`src/hw/rtl/mkcd_pkg.sv`:
```
// types and constants of the multi-key click detector
`timescale 1ns / 1ps
package mkcd_pkg;

    localparam int SCAN_W  = 8;
    localparam int TIME_W  = 16;
    localparam int FLAG_W  = 7;
    localparam int LEVEL_W = 4;
    localparam int KIDX_W  = 2;
    localparam int CIDX_W  = 8;
    localparam int CDATA_W = 16;

    localparam logic [SCAN_W-1:0] SCAN_PERIOD_RST = 8'd20;
    localparam logic [TIME_W-1:0] LONG_TIME_RST   = 16'd1000;
    localparam logic [TIME_W-1:0] DCLICK_WIN_RST  = 16'd200;
    localparam logic [TIME_W-1:0] REPEAT_INT_RST  = 16'd100;

    localparam logic [FLAG_W-1:0] F_HOLD   = 7'h01;
    localparam logic [FLAG_W-1:0] F_DOWN   = 7'h02;
    localparam logic [FLAG_W-1:0] F_UP     = 7'h04;
    localparam logic [FLAG_W-1:0] F_SINGLE = 7'h08;
    localparam logic [FLAG_W-1:0] F_DOUBLE = 7'h10;
    localparam logic [FLAG_W-1:0] F_LONG   = 7'h20;
    localparam logic [FLAG_W-1:0] F_REPEAT = 7'h40;

    localparam logic OP_TICK  = 1'b0;
    localparam logic OP_CHECK = 1'b1;

    localparam logic [CIDX_W-1:0] CFG_SCAN_PERIOD = 8'd0;
    localparam logic [CIDX_W-1:0] CFG_LONG_TIME   = 8'd1;
    localparam logic [CIDX_W-1:0] CFG_DCLICK_WIN  = 8'd2;
    localparam logic [CIDX_W-1:0] CFG_REPEAT_INT  = 8'd3;

    typedef enum logic [2:0] {
        CS_IDLE          = 3'd0,
        CS_FIRST_PRESS   = 3'd1,
        CS_FIRST_RELEASE = 3'd2,
        CS_SECOND_PRESS  = 3'd3,
        CS_LONG_HOLD     = 3'd4
    } click_state_t;

    typedef struct packed {
        logic               cur;
        logic               prev;
        click_state_t       state;
        logic [TIME_W-1:0]  timer;
        logic [FLAG_W-1:0]  flags;
    } key_state_t;

    localparam int KEY_W = $bits(key_state_t);

    typedef struct packed {
        logic [SCAN_W-1:0] scan_period;
        logic [TIME_W-1:0] long_time;
        logic [TIME_W-1:0] dclick_win;
        logic [TIME_W-1:0] repeat_int;
    } cfg_t;

endpackage

```
`src/hw/rtl/mkcd_ram.sv`:
```
// generic single-port-write ram with registered read
`timescale 1ns / 1ps
module mkcd_ram #(
    parameter int WIDTH = 8,
    parameter int DEPTH = 1,
    parameter int ADDR_W = (DEPTH > 1) ? $clog2(DEPTH) : 1
) (
    input  logic              aclk,
    input  logic              we,
    input  logic [ADDR_W-1:0] waddr,
    input  logic [WIDTH-1:0]  wdata,
    input  logic [ADDR_W-1:0] raddr,
    output logic [WIDTH-1:0]  rdata
);

    logic [WIDTH-1:0] mem_reg [DEPTH];
    logic [WIDTH-1:0] rdata_reg;

    always_ff @(posedge aclk) begin
        if (we) begin
            mem_reg[waddr] <= wdata;
        end
        rdata_reg <= mem_reg[raddr];
    end

    assign rdata = rdata_reg;

endmodule

```
`src/hw/rtl/mkcd_key_update.sv`:
```
// per-key timer countdown, sampling and click state machine for one tick
`timescale 1ns / 1ps
module mkcd_key_update
    import mkcd_pkg::*;
(
    input  key_state_t st_in,
    input  cfg_t       cfg,
    input  logic       sample,
    input  logic       down,
    output key_state_t st_out
);

    logic [TIME_W-1:0] timer_dec;
    logic              timer_zero;

    assign timer_dec  = (st_in.timer == '0) ? '0 : st_in.timer - TIME_W'(1);
    assign timer_zero = (timer_dec == '0);

    always_comb begin
        st_out       = st_in;
        st_out.timer = timer_dec;
        if (sample) begin
            st_out.prev = st_in.cur;
            st_out.cur  = down;
            if (down) begin
                st_out.flags = st_in.flags | F_HOLD;
            end else begin
                st_out.flags = st_in.flags & ~F_HOLD;
            end
            if (down && !st_in.cur) begin
                st_out.flags = st_out.flags | F_DOWN;
            end
            if (!down && st_in.cur) begin
                st_out.flags = st_out.flags | F_UP;
            end
            unique case (st_in.state)
                CS_FIRST_PRESS: begin
                    if (!down) begin
                        st_out.timer = cfg.dclick_win;
                        st_out.state = CS_FIRST_RELEASE;
                    end else if (timer_zero) begin
                        st_out.timer = cfg.repeat_int;
                        st_out.flags = st_out.flags | F_LONG;
                        st_out.state = CS_LONG_HOLD;
                    end
                end
                CS_FIRST_RELEASE: begin
                    if (down) begin
                        st_out.flags = st_out.flags | F_DOUBLE;
                        st_out.state = CS_SECOND_PRESS;
                    end else if (timer_zero) begin
                        st_out.flags = st_out.flags | F_SINGLE;
                        st_out.state = CS_IDLE;
                    end
                end
                CS_SECOND_PRESS: begin
                    if (!down) begin
                        st_out.state = CS_IDLE;
                    end
                end
                CS_LONG_HOLD: begin
                    if (!down) begin
                        st_out.state = CS_IDLE;
                    end else if (timer_zero) begin
                        st_out.timer = cfg.repeat_int;
                        st_out.flags = st_out.flags | F_REPEAT;
                    end
                end
                default: begin
                    st_out.state = CS_IDLE;
                    if (down) begin
                        st_out.timer = cfg.long_time;
                        st_out.state = CS_FIRST_PRESS;
                    end
                end
            endcase
        end
    end

endmodule

```
`src/hw/rtl/multi_key_click_detector.sv`:
```
// An accepted item passes the holding stage (state row update), then the output register,
// before its result shows on m_*; one item per cycle unless m_tready stalls the output.
// All key state and the scan counter form one row of a one-entry ram that is read
// every cycle; the row written at the previous edge is forwarded over the read data.
// Reset: synchronous, active low; clears control, loads register defaults and
// drops the row valid bit so the state reads as all zero until first written.
`timescale 1ns / 1ps
module multi_key_click_detector
    import mkcd_pkg::*;
#(
    parameter int KEYS = 4
) (
    input  logic        aclk,
    input  logic        aresetn,
    input  logic        s_tvalid,
    output logic        s_tready,
    input  logic [15:0] s_tdata,   // pressed_levels[3:0], key_index[5:4], flag_mask[12:6]
    input  logic [0:0]  s_tuser,   // op[0]
    output logic        m_tvalid,
    input  logic        m_tready,
    output logic [7:0]  m_tdata,   // hit[0]
    input  logic        cfg_valid,
    output logic        cfg_ready,
    input  logic [CIDX_W-1:0]  cfg_index,
    input  logic [CDATA_W-1:0] cfg_data
);

    localparam int ROW_W = SCAN_W + KEYS * KEY_W;

    cfg_t cfg_reg;

    logic                s1_valid_reg;
    logic                s1_op_reg;
    logic [LEVEL_W-1:0]  s1_levels_reg;
    logic [KIDX_W-1:0]   s1_key_reg;
    logic [FLAG_W-1:0]   s1_mask_reg;

    logic                m_valid_reg;
    logic                m_valid_next;
    logic                m_hit_reg;

    logic                row_valid_reg;
    logic                fwd_valid_reg;
    logic [ROW_W-1:0]    fwd_row_reg;
    logic [ROW_W-1:0]    rd_row;
    logic [ROW_W-1:0]    cur_row;
    logic [ROW_W-1:0]    new_row;

    logic                s_xfer;
    logic                s1_fire;
    logic [SCAN_W-1:0]   scan_cur;
    logic [SCAN_W-1:0]   scan_inc;
    logic                sample;
    logic                hit;

    key_state_t          key_cur  [KEYS];
    key_state_t          key_upd  [KEYS];

    assign cfg_ready = 1'b1;
    assign s_xfer    = s_tvalid && s_tready;
    assign s1_fire   = s1_valid_reg && (!m_valid_reg || m_tready);
    assign s_tready  = !s1_valid_reg || s1_fire;

    // configuration registers
    always_ff @(posedge aclk) begin
        if (!aresetn) begin
            cfg_reg.scan_period <= SCAN_PERIOD_RST;
            cfg_reg.long_time   <= LONG_TIME_RST;
            cfg_reg.dclick_win  <= DCLICK_WIN_RST;
            cfg_reg.repeat_int  <= REPEAT_INT_RST;
        end else if (cfg_valid && cfg_ready) begin
            unique case (cfg_index)
                CFG_SCAN_PERIOD: cfg_reg.scan_period <= cfg_data[SCAN_W-1:0];
                CFG_LONG_TIME:   cfg_reg.long_time   <= cfg_data;
                CFG_DCLICK_WIN:  cfg_reg.dclick_win  <= cfg_data;
                CFG_REPEAT_INT:  cfg_reg.repeat_int  <= cfg_data;
                default: ;
            endcase
        end
    end

    // state row storage
    mkcd_ram #(
        .WIDTH(ROW_W),
        .DEPTH(1)
    ) u_row_ram (
        .aclk  (aclk),
        .we    (s1_fire),
        .waddr (1'b0),
        .wdata (new_row),
        .raddr (1'b0),
        .rdata (rd_row)
    );

    always_comb begin
        if (fwd_valid_reg) begin
            cur_row = fwd_row_reg;
        end else if (row_valid_reg) begin
            cur_row = rd_row;
        end else begin
            cur_row = '0;
        end
    end

    assign scan_cur = cur_row[SCAN_W-1:0];
    assign scan_inc = scan_cur + SCAN_W'(1);
    assign sample   = (scan_inc >= cfg_reg.scan_period);

    for (genvar k = 0; k < KEYS; k++) begin : g_key
        logic down;
        assign key_cur[k] = key_state_t'(cur_row[SCAN_W + k * KEY_W +: KEY_W]);
        if (k < LEVEL_W) begin : g_pin
            assign down = s1_levels_reg[k];
        end else begin : g_nopin
            assign down = 1'b0;
        end
        mkcd_key_update u_upd (
            .st_in  (key_cur[k]),
            .cfg    (cfg_reg),
            .sample (sample),
            .down   (down),
            .st_out (key_upd[k])
        );
    end

    always_comb begin
        key_state_t ks;
        logic       sel;
        ks      = '0;
        sel     = 1'b0;
        hit     = 1'b0;
        new_row = cur_row;
        if (s1_op_reg == OP_TICK) begin
            new_row[SCAN_W-1:0] = sample ? '0 : scan_inc;
            for (int k = 0; k < KEYS; k++) begin
                new_row[SCAN_W + k * KEY_W +: KEY_W] = key_upd[k];
            end
        end else begin
            for (int k = 0; k < KEYS; k++) begin
                ks  = key_cur[k];
                sel = (int'(s1_key_reg) == k);
                if (sel && ((ks.flags & s1_mask_reg) != '0)) begin
                    hit = 1'b1;
                    if (s1_mask_reg != F_HOLD) begin
                        ks.flags = ks.flags & ~s1_mask_reg;
                    end
                    new_row[SCAN_W + k * KEY_W +: KEY_W] = ks;
                end
            end
        end
    end

    always_comb begin
        if (s1_fire) begin
            m_valid_next = 1'b1;
        end else if (m_tready) begin
            m_valid_next = 1'b0;
        end else begin
            m_valid_next = m_valid_reg;
        end
    end

    always_ff @(posedge aclk) begin
        if (!aresetn) begin
            s1_valid_reg  <= 1'b0;
            m_valid_reg   <= 1'b0;
            row_valid_reg <= 1'b0;
            fwd_valid_reg <= 1'b0;
        end else begin
            if (s_tready) begin
                s1_valid_reg <= s_xfer;
            end
            m_valid_reg   <= m_valid_next;
            fwd_valid_reg <= s1_fire;
            if (s1_fire) begin
                row_valid_reg <= 1'b1;
            end
        end
    end

    always_ff @(posedge aclk) begin
        if (s_xfer) begin
            s1_op_reg     <= s_tuser[0];
            s1_levels_reg <= s_tdata[3:0];
            s1_key_reg    <= s_tdata[5:4];
            s1_mask_reg   <= s_tdata[12:6];
        end
        if (s1_fire) begin
            fwd_row_reg <= new_row;
            m_hit_reg   <= hit;
        end
    end

    assign m_tvalid = m_valid_reg;
    assign m_tdata  = {7'b0, m_hit_reg};

endmodule

```
`config.mk`:
```
export PLATFORM = sky130hd
export DESIGN_NAME = multi_key_click_detector
export DESIGN_NICKNAME = d
export VERILOG_FILES = /design/src/hw/rtl/mkcd_pkg.sv /design/src/hw/rtl/mkcd_ram.sv /design/src/hw/rtl/mkcd_key_update.sv /design/src/hw/rtl/multi_key_click_detector.sv
export SDC_FILE = /design/constraint.sdc
export NUM_CORES = 1
export LEC_CHECK = 0
export BUFFER_PORTS_ARGS = -buffer_cell sky130_fd_sc_hd__buf_4
export CAP_MARGIN = 20
export CORE_ASPECT_RATIO = 0.6
export CORE_MARGIN = 2
export CORE_UTILIZATION = 40
export DETAILED_ROUTE_END_ITERATION = 8
export GPL_TIMING_DRIVEN = 1
export RECOVER_POWER = 100
export SYNTH_ARGS = -nofsm -noshare
export SYNTH_HDL_FRONTEND = slang
export SYNTH_SLANG_ARGS = --single-unit
export TNS_END_PERCENT = 5
```
`constraint.sdc`:
```
create_clock -name aclk -period 6.5 [get_ports aclk]
set_clock_uncertainty 0.2 [all_clocks]
set_input_delay 0.975 -clock aclk [delete_from_list [all_inputs] [get_ports aclk]]
set_output_delay 0.975 -clock aclk [all_outputs]
set_load 0.01 [all_outputs]
```
==> results by group, run 1 <==
Outcome
  – Run status: finished with violations
  – Failing checks: DRC, capacitance limit, slew limit

Synthesis
  – Synth top area share: 22.34%
  – Netlist cell types: 79
  – Post-Syn Area per Cell: 8.422 um2
  – YS warnings: 0
  – Sequential share of the synthesized area: 42.34%
  – Main flop type after synthesis: dfxtp_1
  – Synth area leader: edfxtp_1
  – Number of synthesized register bits: 307
  – Syn Std Cell Area: 0.01761 mm2
  – Async S/R FF share, synth: 0%
  – Synth top area cells: edfxtp_1, dfxtp_1, nand2_1, o21ai_0, a21oi_1
  – Mapped Cells: 2091
  – EDFF count, synth: 131

Floorplan
  – Initial Utilization: 40.57%
  – # IOs: 57
  – Row count: 59
  – Core Area: 0.04341 mm2
  – Die Ht: 166.5 um
  – Die Span X: 274.9 um
  – Die Area: 0.04578 mm2

Clock tree
  – CTS tree: done
  – Root Driver: clkbuf_16
  – CTS clock-pin slew for the worst setup and hold paths: 0.07 ns
  – CTS resizes: 0
  – H-tree levels: 1
  – Num CTS Buffers: 29
  – Clock sink count: 307
  – Worst skew pair latency: 0.60 ns
  – Hold-fix buffers at CTS: 0
  – Setup bufs post-CTS: 0
  – Max Root-Sink Buffers: 3

Routing
  – DR DRC count: 1
  – Vias: 17510
  – Post-Route WL: 67960 um
  – Avg WL per Cell: 25.62 um
  – 1st-iter DRT viols: 2636
  – Vias per cell: 6.601
  – Post-route ant nets: 0
  – DR pass1 iterations: 9

GRT
  – First-pass GRT wire length: 101600 um
  – Number of global-route vias before repair: 15900
  – Largest net degree at the start of global routing: 120
  – Initial antenna violation count: 4
  – Met2 usage in global routing: 38.71%
  – Gr usage total: 28.87%
  – Top Usage Layer GRT: met1
  – Global Route met1 Usage: 43.99%
  – Total grt overflow: 0
  – GR Util met3: 8.695%

Place
  – Dpl hpwl: 46690 um
  – Placed cell count: 2596
  – Place WS: 1.199 ns
  – Port bufs: 45
  – Routability cong.: 0.9389
  – DP Area: 0.01834 mm2

Cells and area
  – Commonest non-fill, non-tap cell in the layout: nand2_1
  – Final core utilization: 44.26%
  – Post-Layout Cell Count: 2653
  – Design area: 0.01921 mm2
  – Most frequent cells in the layout: nand2_1, o21ai_0, dfxtp_1
  – Layout cells sized above 1: 7.043%
  – Layout Nets: 2109
  – Fillcell total: 4281
  – Synth-to-layout area growth: 9.101%

Worst setup path
  – CP Capture Type: register
  – Worst path top cell family by delay: simple AND/OR/NAND/NOR gates
  – Critical path's slowest cell: nor3_1
  – Setup CP Type: reg -> reg
  – WP buf/inv: 2
  – Critical-path cell list: nor2b_4 -> buf_12 -> a22oi_1 -> ha_1 -> inv_1 -> a221o_1 -> nor3_1 -> nand4_1 -> nand3_1 -> nand4_1 -> nor3_1 -> a31oi_1 -> o32ai_1
  – Critical Path RT: 6.66 ns
  – Max stage delay on crit path: 1.07 ns
  – CP Max Fanout: 31
  – Critical Path AT: 6.07 ns
  – Worst Setup Start Kind: register

STA
  – Max frequency: 0.1690 GHz
  – Slew at the pin closest to its max-slew limit: 3.422 ns
  – Setup violators final: 0
  – Worst Setup Slack, final: 0.5841 ns
  – Final hold violation count: 0
  – Fin crit period: 5.916 ns
  – Fin Setup TNS: 0 ns
  – Final period util: 91.01%
  – Max-slew violations: 198
  – Worst hold margin: 0.1672 ns
  – RSZ-0062 raised after global routing: no
  – Normalized max-slew margin: -128.1%

Power
  – Static Leak: 6.737 nW
  – Power Total: 5.138 mW
  – Power Dens Cells: 267.4 mW/mm2
  – VDD IR max: 0.2041 mV

Hold path
  – Min-Delay Path Class: reg -> reg

Flow run
  – Max-Cap Viols: 4
## final cells by class
type / count / area, um2 / share of cell area (%)
multi-input cells: 1589 / 9321 / 48.52
inverters: 35 / 131.4 / 0.6838
diodes: 1 / 2.502 / 0.01302
clock inverters: 6 / 36.28 / 0.1889
repair buffers: 88 / 653.1 / 3.399
well taps: 579 / 724.4 / 3.771
flip-flops and latches: 307 / 7457 / 38.81
clock buffers: 48 / 887.1 / 4.617
## cells in the mapped netlist (26+ instances only)
library cell / instances
clkbuf_1: 111
a21boi_0: 38
nor3_1: 30
a22oi_1: 105
a22o_1: 60
o22ai_1: 30
nand3_1: 69
nand2_1: 279
xnor2_1: 26
a21oi_1: 170
a31oi_1: 30
o21ai_0: 209
nor2_1: 166
inv_1: 34
edfxtp_1: 131
dfxtp_1: 176
## power breakdown
group,internal [mW],switching [mW]
sequential,2.15,0.0670
combinational,0.408,0.817
clock,0.926,0.765
## worst paths after layout
path | start | to | slack, ns | cells after the start
setup / recovery | fwd_valid_reg | u_row_ram.mem_reg[0][61] | 0.58 | 13
hold / removal | u_row_ram.mem_reg[0][117] | u_row_ram.rdata[117] | 0.17 | 0
setup reg to reg | fwd_valid_reg | u_row_ram.mem_reg[0][61] | 0.58 | 13
hold reg to reg | u_row_ram.mem_reg[0][117] | u_row_ram.rdata[117] | 0.17 | 0
## worst reg2reg max path, cell delays in order (launching register included)
cell and delay, ns:
dfxtp_1 0.55, nor2b_4 0.15, buf_12 0.20, a22oi_1 0.44, ha_1 0.28, inv_1 0.06
a221o_1 0.32, nor3_1 0.57, nand4_1 0.64, nand3_1 0.44, nand4_1 0.18, nor3_1 1.08
a31oi_1 0.20, o32ai_1 0.39
## logic make-up after synthesis
kind of cell	after synthesis	synth area share [%]
compound gates	845	31.69
xor+xnor	38	1.890
fa+ha+maj	13	0.9236
buf+inv	201	4.867
flops	307	42.34
mux	15	0.8667
other cells	2	0.04264
simple gates	670	17.38
## per-layer routing
layer,wire (um),vias to the layer above
met5,0,-
met4,2198,0
met3,8675,146
met2,26510,1030
met1,30580,8526
li1,-,7811
Power figures use the tool's default switching activity.
==> inputs of run 2 (changes only) <==
--- a/config.mk
+++ b/config.mk
@@ -5,6 +5,7 @@
 export SDC_FILE = /design/constraint.sdc
 export NUM_CORES = 1
 export LEC_CHECK = 0
+export ABC_AREA = 1
 export BUFFER_PORTS_ARGS = -buffer_cell sky130_fd_sc_hd__buf_4
 export CAP_MARGIN = 20
 export CORE_ASPECT_RATIO = 0.6
==> constraint.sdc (replaced) <==
create_clock -name aclk -period 6.4 [get_ports aclk]
set_clock_uncertainty 0.2 [all_clocks]
set_input_delay 0.96 -clock aclk [delete_from_list [all_inputs] [get_ports aclk]]
set_output_delay 0.96 -clock aclk [all_outputs]
set_load 0.01 [all_outputs]
==> run 2 against run 1 <==
The flow finishes with violations (capacitance limit, slew limit). Sequential power hardly changed. Combinational power is 32% higher. First-iteration DRC count is 5.3% lower. Routed wire length is 1.2% lower. Global-route usage is 2.2 points lower. Power is 14% higher. Final cell count is 26% higher. Hold slack worse by 0.0015 ns. Count of clock-buffer cells in the layout is 12 lower. Fmax is 7.0% higher. Flip-flop and latch count stayed put. Non-clock buffer count is 18 lower. Critical path type unchanged. Largest power group unchanged.
==> results by group, run 2 <==
Outcome
  – Run status: finished with violations
  – Failing checks: capacitance limit, slew limit

Worst setup path
  – Worst Setup Start Kind: register
  – Worst Reg-to-Reg Cells: 17
  – Top cell by count, worst path: nand3_1
  – CP Max Fanout: 65
  – Max stage delay on crit path: 0.94 ns
  – Critical Path RT: 6.65 ns
  – Worst R2R Setup Slack: 0.87 ns
  – Crit Reg-Reg Startpoint: fwd_valid_reg
  – Critical R2R Capture: u_row_ram.mem_reg[0][113]
  – Critical Path AT: 5.78 ns
  – Critical-path cell list: nor2_8 -> buf_12 -> buf_4 -> a21oi_2 -> ha_1 -> nand3_1 -> nor2_2 -> nand2_2 -> nor2_2 -> nand2_2 -> nand3_1 -> nand2_1 -> nor2_1 -> nand3_2 -> o21ai_0 -> nand3_1 -> nand2_1
  – CP Capture Type: register
  – Setup CP Type: reg -> reg
  – Setup crit start: fwd_valid_reg
  – Critical path's slowest cell: dfxtp_1

Hold path
  – Min-Delay Path Class: reg -> reg
  – Hold wc startpoint: u_row_ram.mem_reg[0][57]
  – Hold path cells: 0
  – Hold Path End: u_row_ram.rdata[57]

Clock tree
  – Hold-fix buffers at CTS: 0
  – Root Driver: clkbuf_16
  – Setup bufs post-CTS: 0
  – CTS clock-pin slew for the worst setup and hold paths: 0.07 ns
  – CTS resizes: 0
  – Worst skew pair latency: 0.60 ns
  – Clock sink count: 307
  – CTS tree: done
  – Num CTS Buffers: 31
  – Max Root-Sink Buffers: 3
  – H-tree levels: 1

STA
  – Normalized max-slew margin: -94.10%
  – Worst hold margin: 0.1657 ns
  – Fin Setup TNS: 0 ns
  – Max frequency: 0.1809 GHz
  – Slew at the pin closest to its max-slew limit: 2.911 ns
  – Fin crit period: 5.527 ns
  – Max-slew violations: 105
  – RSZ-0062 raised after global routing: no
  – Worst Setup Slack, final: 0.8730 ns
  – Final period util: 86.36%
  – Final hold violation count: 0
  – Setup violators final: 0

GRT
  – Gr usage total: 26.67%
  – Largest net degree at the start of global routing: 73
  – Total grt overflow: 0
  – Initial antenna violation count: 1
  – First-pass GRT wire length: 101200 um
  – Number of global-route vias before repair: 16690

Routing
  – Avg WL per Cell: 20.01 um
  – WL met3: 7877 um
  – Post-Route WL: 67120 um
  – Vias: 18700
  – Post-route ant nets: 0
  – Vias per cell: 5.575
  – DR DRC count: 0
  – DR pass1 iterations: 6
  – 1st-iter DRT viols: 2497
  – Routed length on met1: 32040 um
  – DR top layer: met4
  – Met2 wire len: 25480 um

Floorplan
  – # IOs: 57
  – Die Span X: 284.7 um
  – Core Area: 0.04648 mm2
  – Row count: 61
  – Initial Utilization: 40.68%
  – Die Area: 0.04908 mm2
  – Die Ht: 172.4 um

Synthesis
  – Synth top area share: 20.81%
  – Mapped Cells: 2733
  – Netlist cell types: 60
  – Sequential share of the synthesized area: 39.44%
  – EDFF count, synth: 131
  – Top-count cell post-synth: nand2_1
  – Synth top area cells: edfxtp_1, dfxtp_1, nand2_1, o21ai_0, nor2_1
  – Syn Std Cell Area: 0.01891 mm2
  – Synth area leader: edfxtp_1
  – Main flop type after synthesis: dfxtp_1
  – Number of synthesized register bits: 307
  – Async S/R FF share, synth: 0%
  – Post-synth top cells: nand2_1, nor2_1, o21ai_0, inv_1, dfxtp_1
  – YS warnings: 0
  – Post-Syn Area per Cell: 6.918 um2

Cells and area
  – Final core utilization: 44.24%
  – Post-Layout Cell Count: 3355
  – Synth-to-layout area growth: 8.749%
  – Design area: 0.02056 mm2
  – Fillcell total: 4680
  – Commonest non-fill, non-tap cell in the layout: nand2_1
  – Multi-input logic area: 0.009789 mm2
  – Layout cells sized above 1: 8.110%
  – Most frequent cells in the layout: nand2_1, nor2_1, o21ai_0
  – Layout Nets: 2760
  – FF+latch area: 0.007457 mm2
  – ANT cells: 0

Flow run
  – Max-Cap Viols: 2

Place
  – Port bufs: 45
  – Dpl hpwl: 47290 um
  – Placed cell count: 3298
  – Place WS: 1.600 ns
  – DP Area: 0.01953 mm2
  – Routability cong.: 0.9565

Power
  – Static Leak: 9.273 nW
  – VDD IR max: 0.2199 mV
  – Power Total: 5.869 mW
  – Power Dens Cells: 285.5 mW/mm2
## run 2: logic make-up (layout without fill, tap and decap cells)
kind of cell | Yosys count | after routing | share of synthesized area (%)
compound gates | 550 | 550 | 16.93
xor+xnor | 17 | 17 | 0.7875
simple gates | 1463 | 1463 | 33.13
fa+ha+maj | 13 | 13 | 0.8603
flops | 307 | 307 | 39.44
other cells | 2 | 8 | 0.03972
buf+inv | 381 | 367 | 8.808
## run 2: worst max path at each step
| stage | to | slack (ns) | depth (start not counted) |
|---|---|---|---|
| after floorplan | m_hit_reg | 2.31 | 4 |
| after global placement | u_row_ram.mem_reg[0][115] | 1.77 | 17 |
| after detailed placement | u_row_ram.mem_reg[0][87] | 1.60 | 19 |
| after CTS | u_row_ram.mem_reg[0][115] | 1.57 | 17 |
| after global routing | u_row_ram.mem_reg[0][116] | 0.63 | 18 |
| final | u_row_ram.mem_reg[0][113] | 0.87 | 17 |
## run 2: power breakdown
part | internal, mW | total [mW] | leakage [nW] | switching, mW
registers | 2.19 | 2.25 | 2.72 | 0.0518
logic | 0.445 | 1.62 | 6.02 | 1.18
clock network | 1.17 | 2.00 | 0.530 | 0.828
## run 2: layout make-up
cell class	count	share of cell area [%]
multi-input cells	2051	47.61
inverters	240	4.406
clock buffers	36	3.864
well taps	630	3.834
flip-flops and latches	307	36.27
repair buffers	70	2.611
clock inverters	21	1.406
## run 2: routing by layer
layer / global-route usage (%) / vias up
met5: 0 / -
met4: 6.430 / 0
met3: 7.309 / 116
met2: 36.08 / 901
met1: 40.87 / 8730
li1: - / 8956
## run 2: worst max-delay path, delay by kind of cell, from the launching register on
family,cells,cell delay [ns]
buffers and inverters,2,0.60
DFF,1,0.94
and+or+nand+nor,12,2.74
AOI/OAI and AO/OA,2,0.53
adders and majority gates,1,0.23
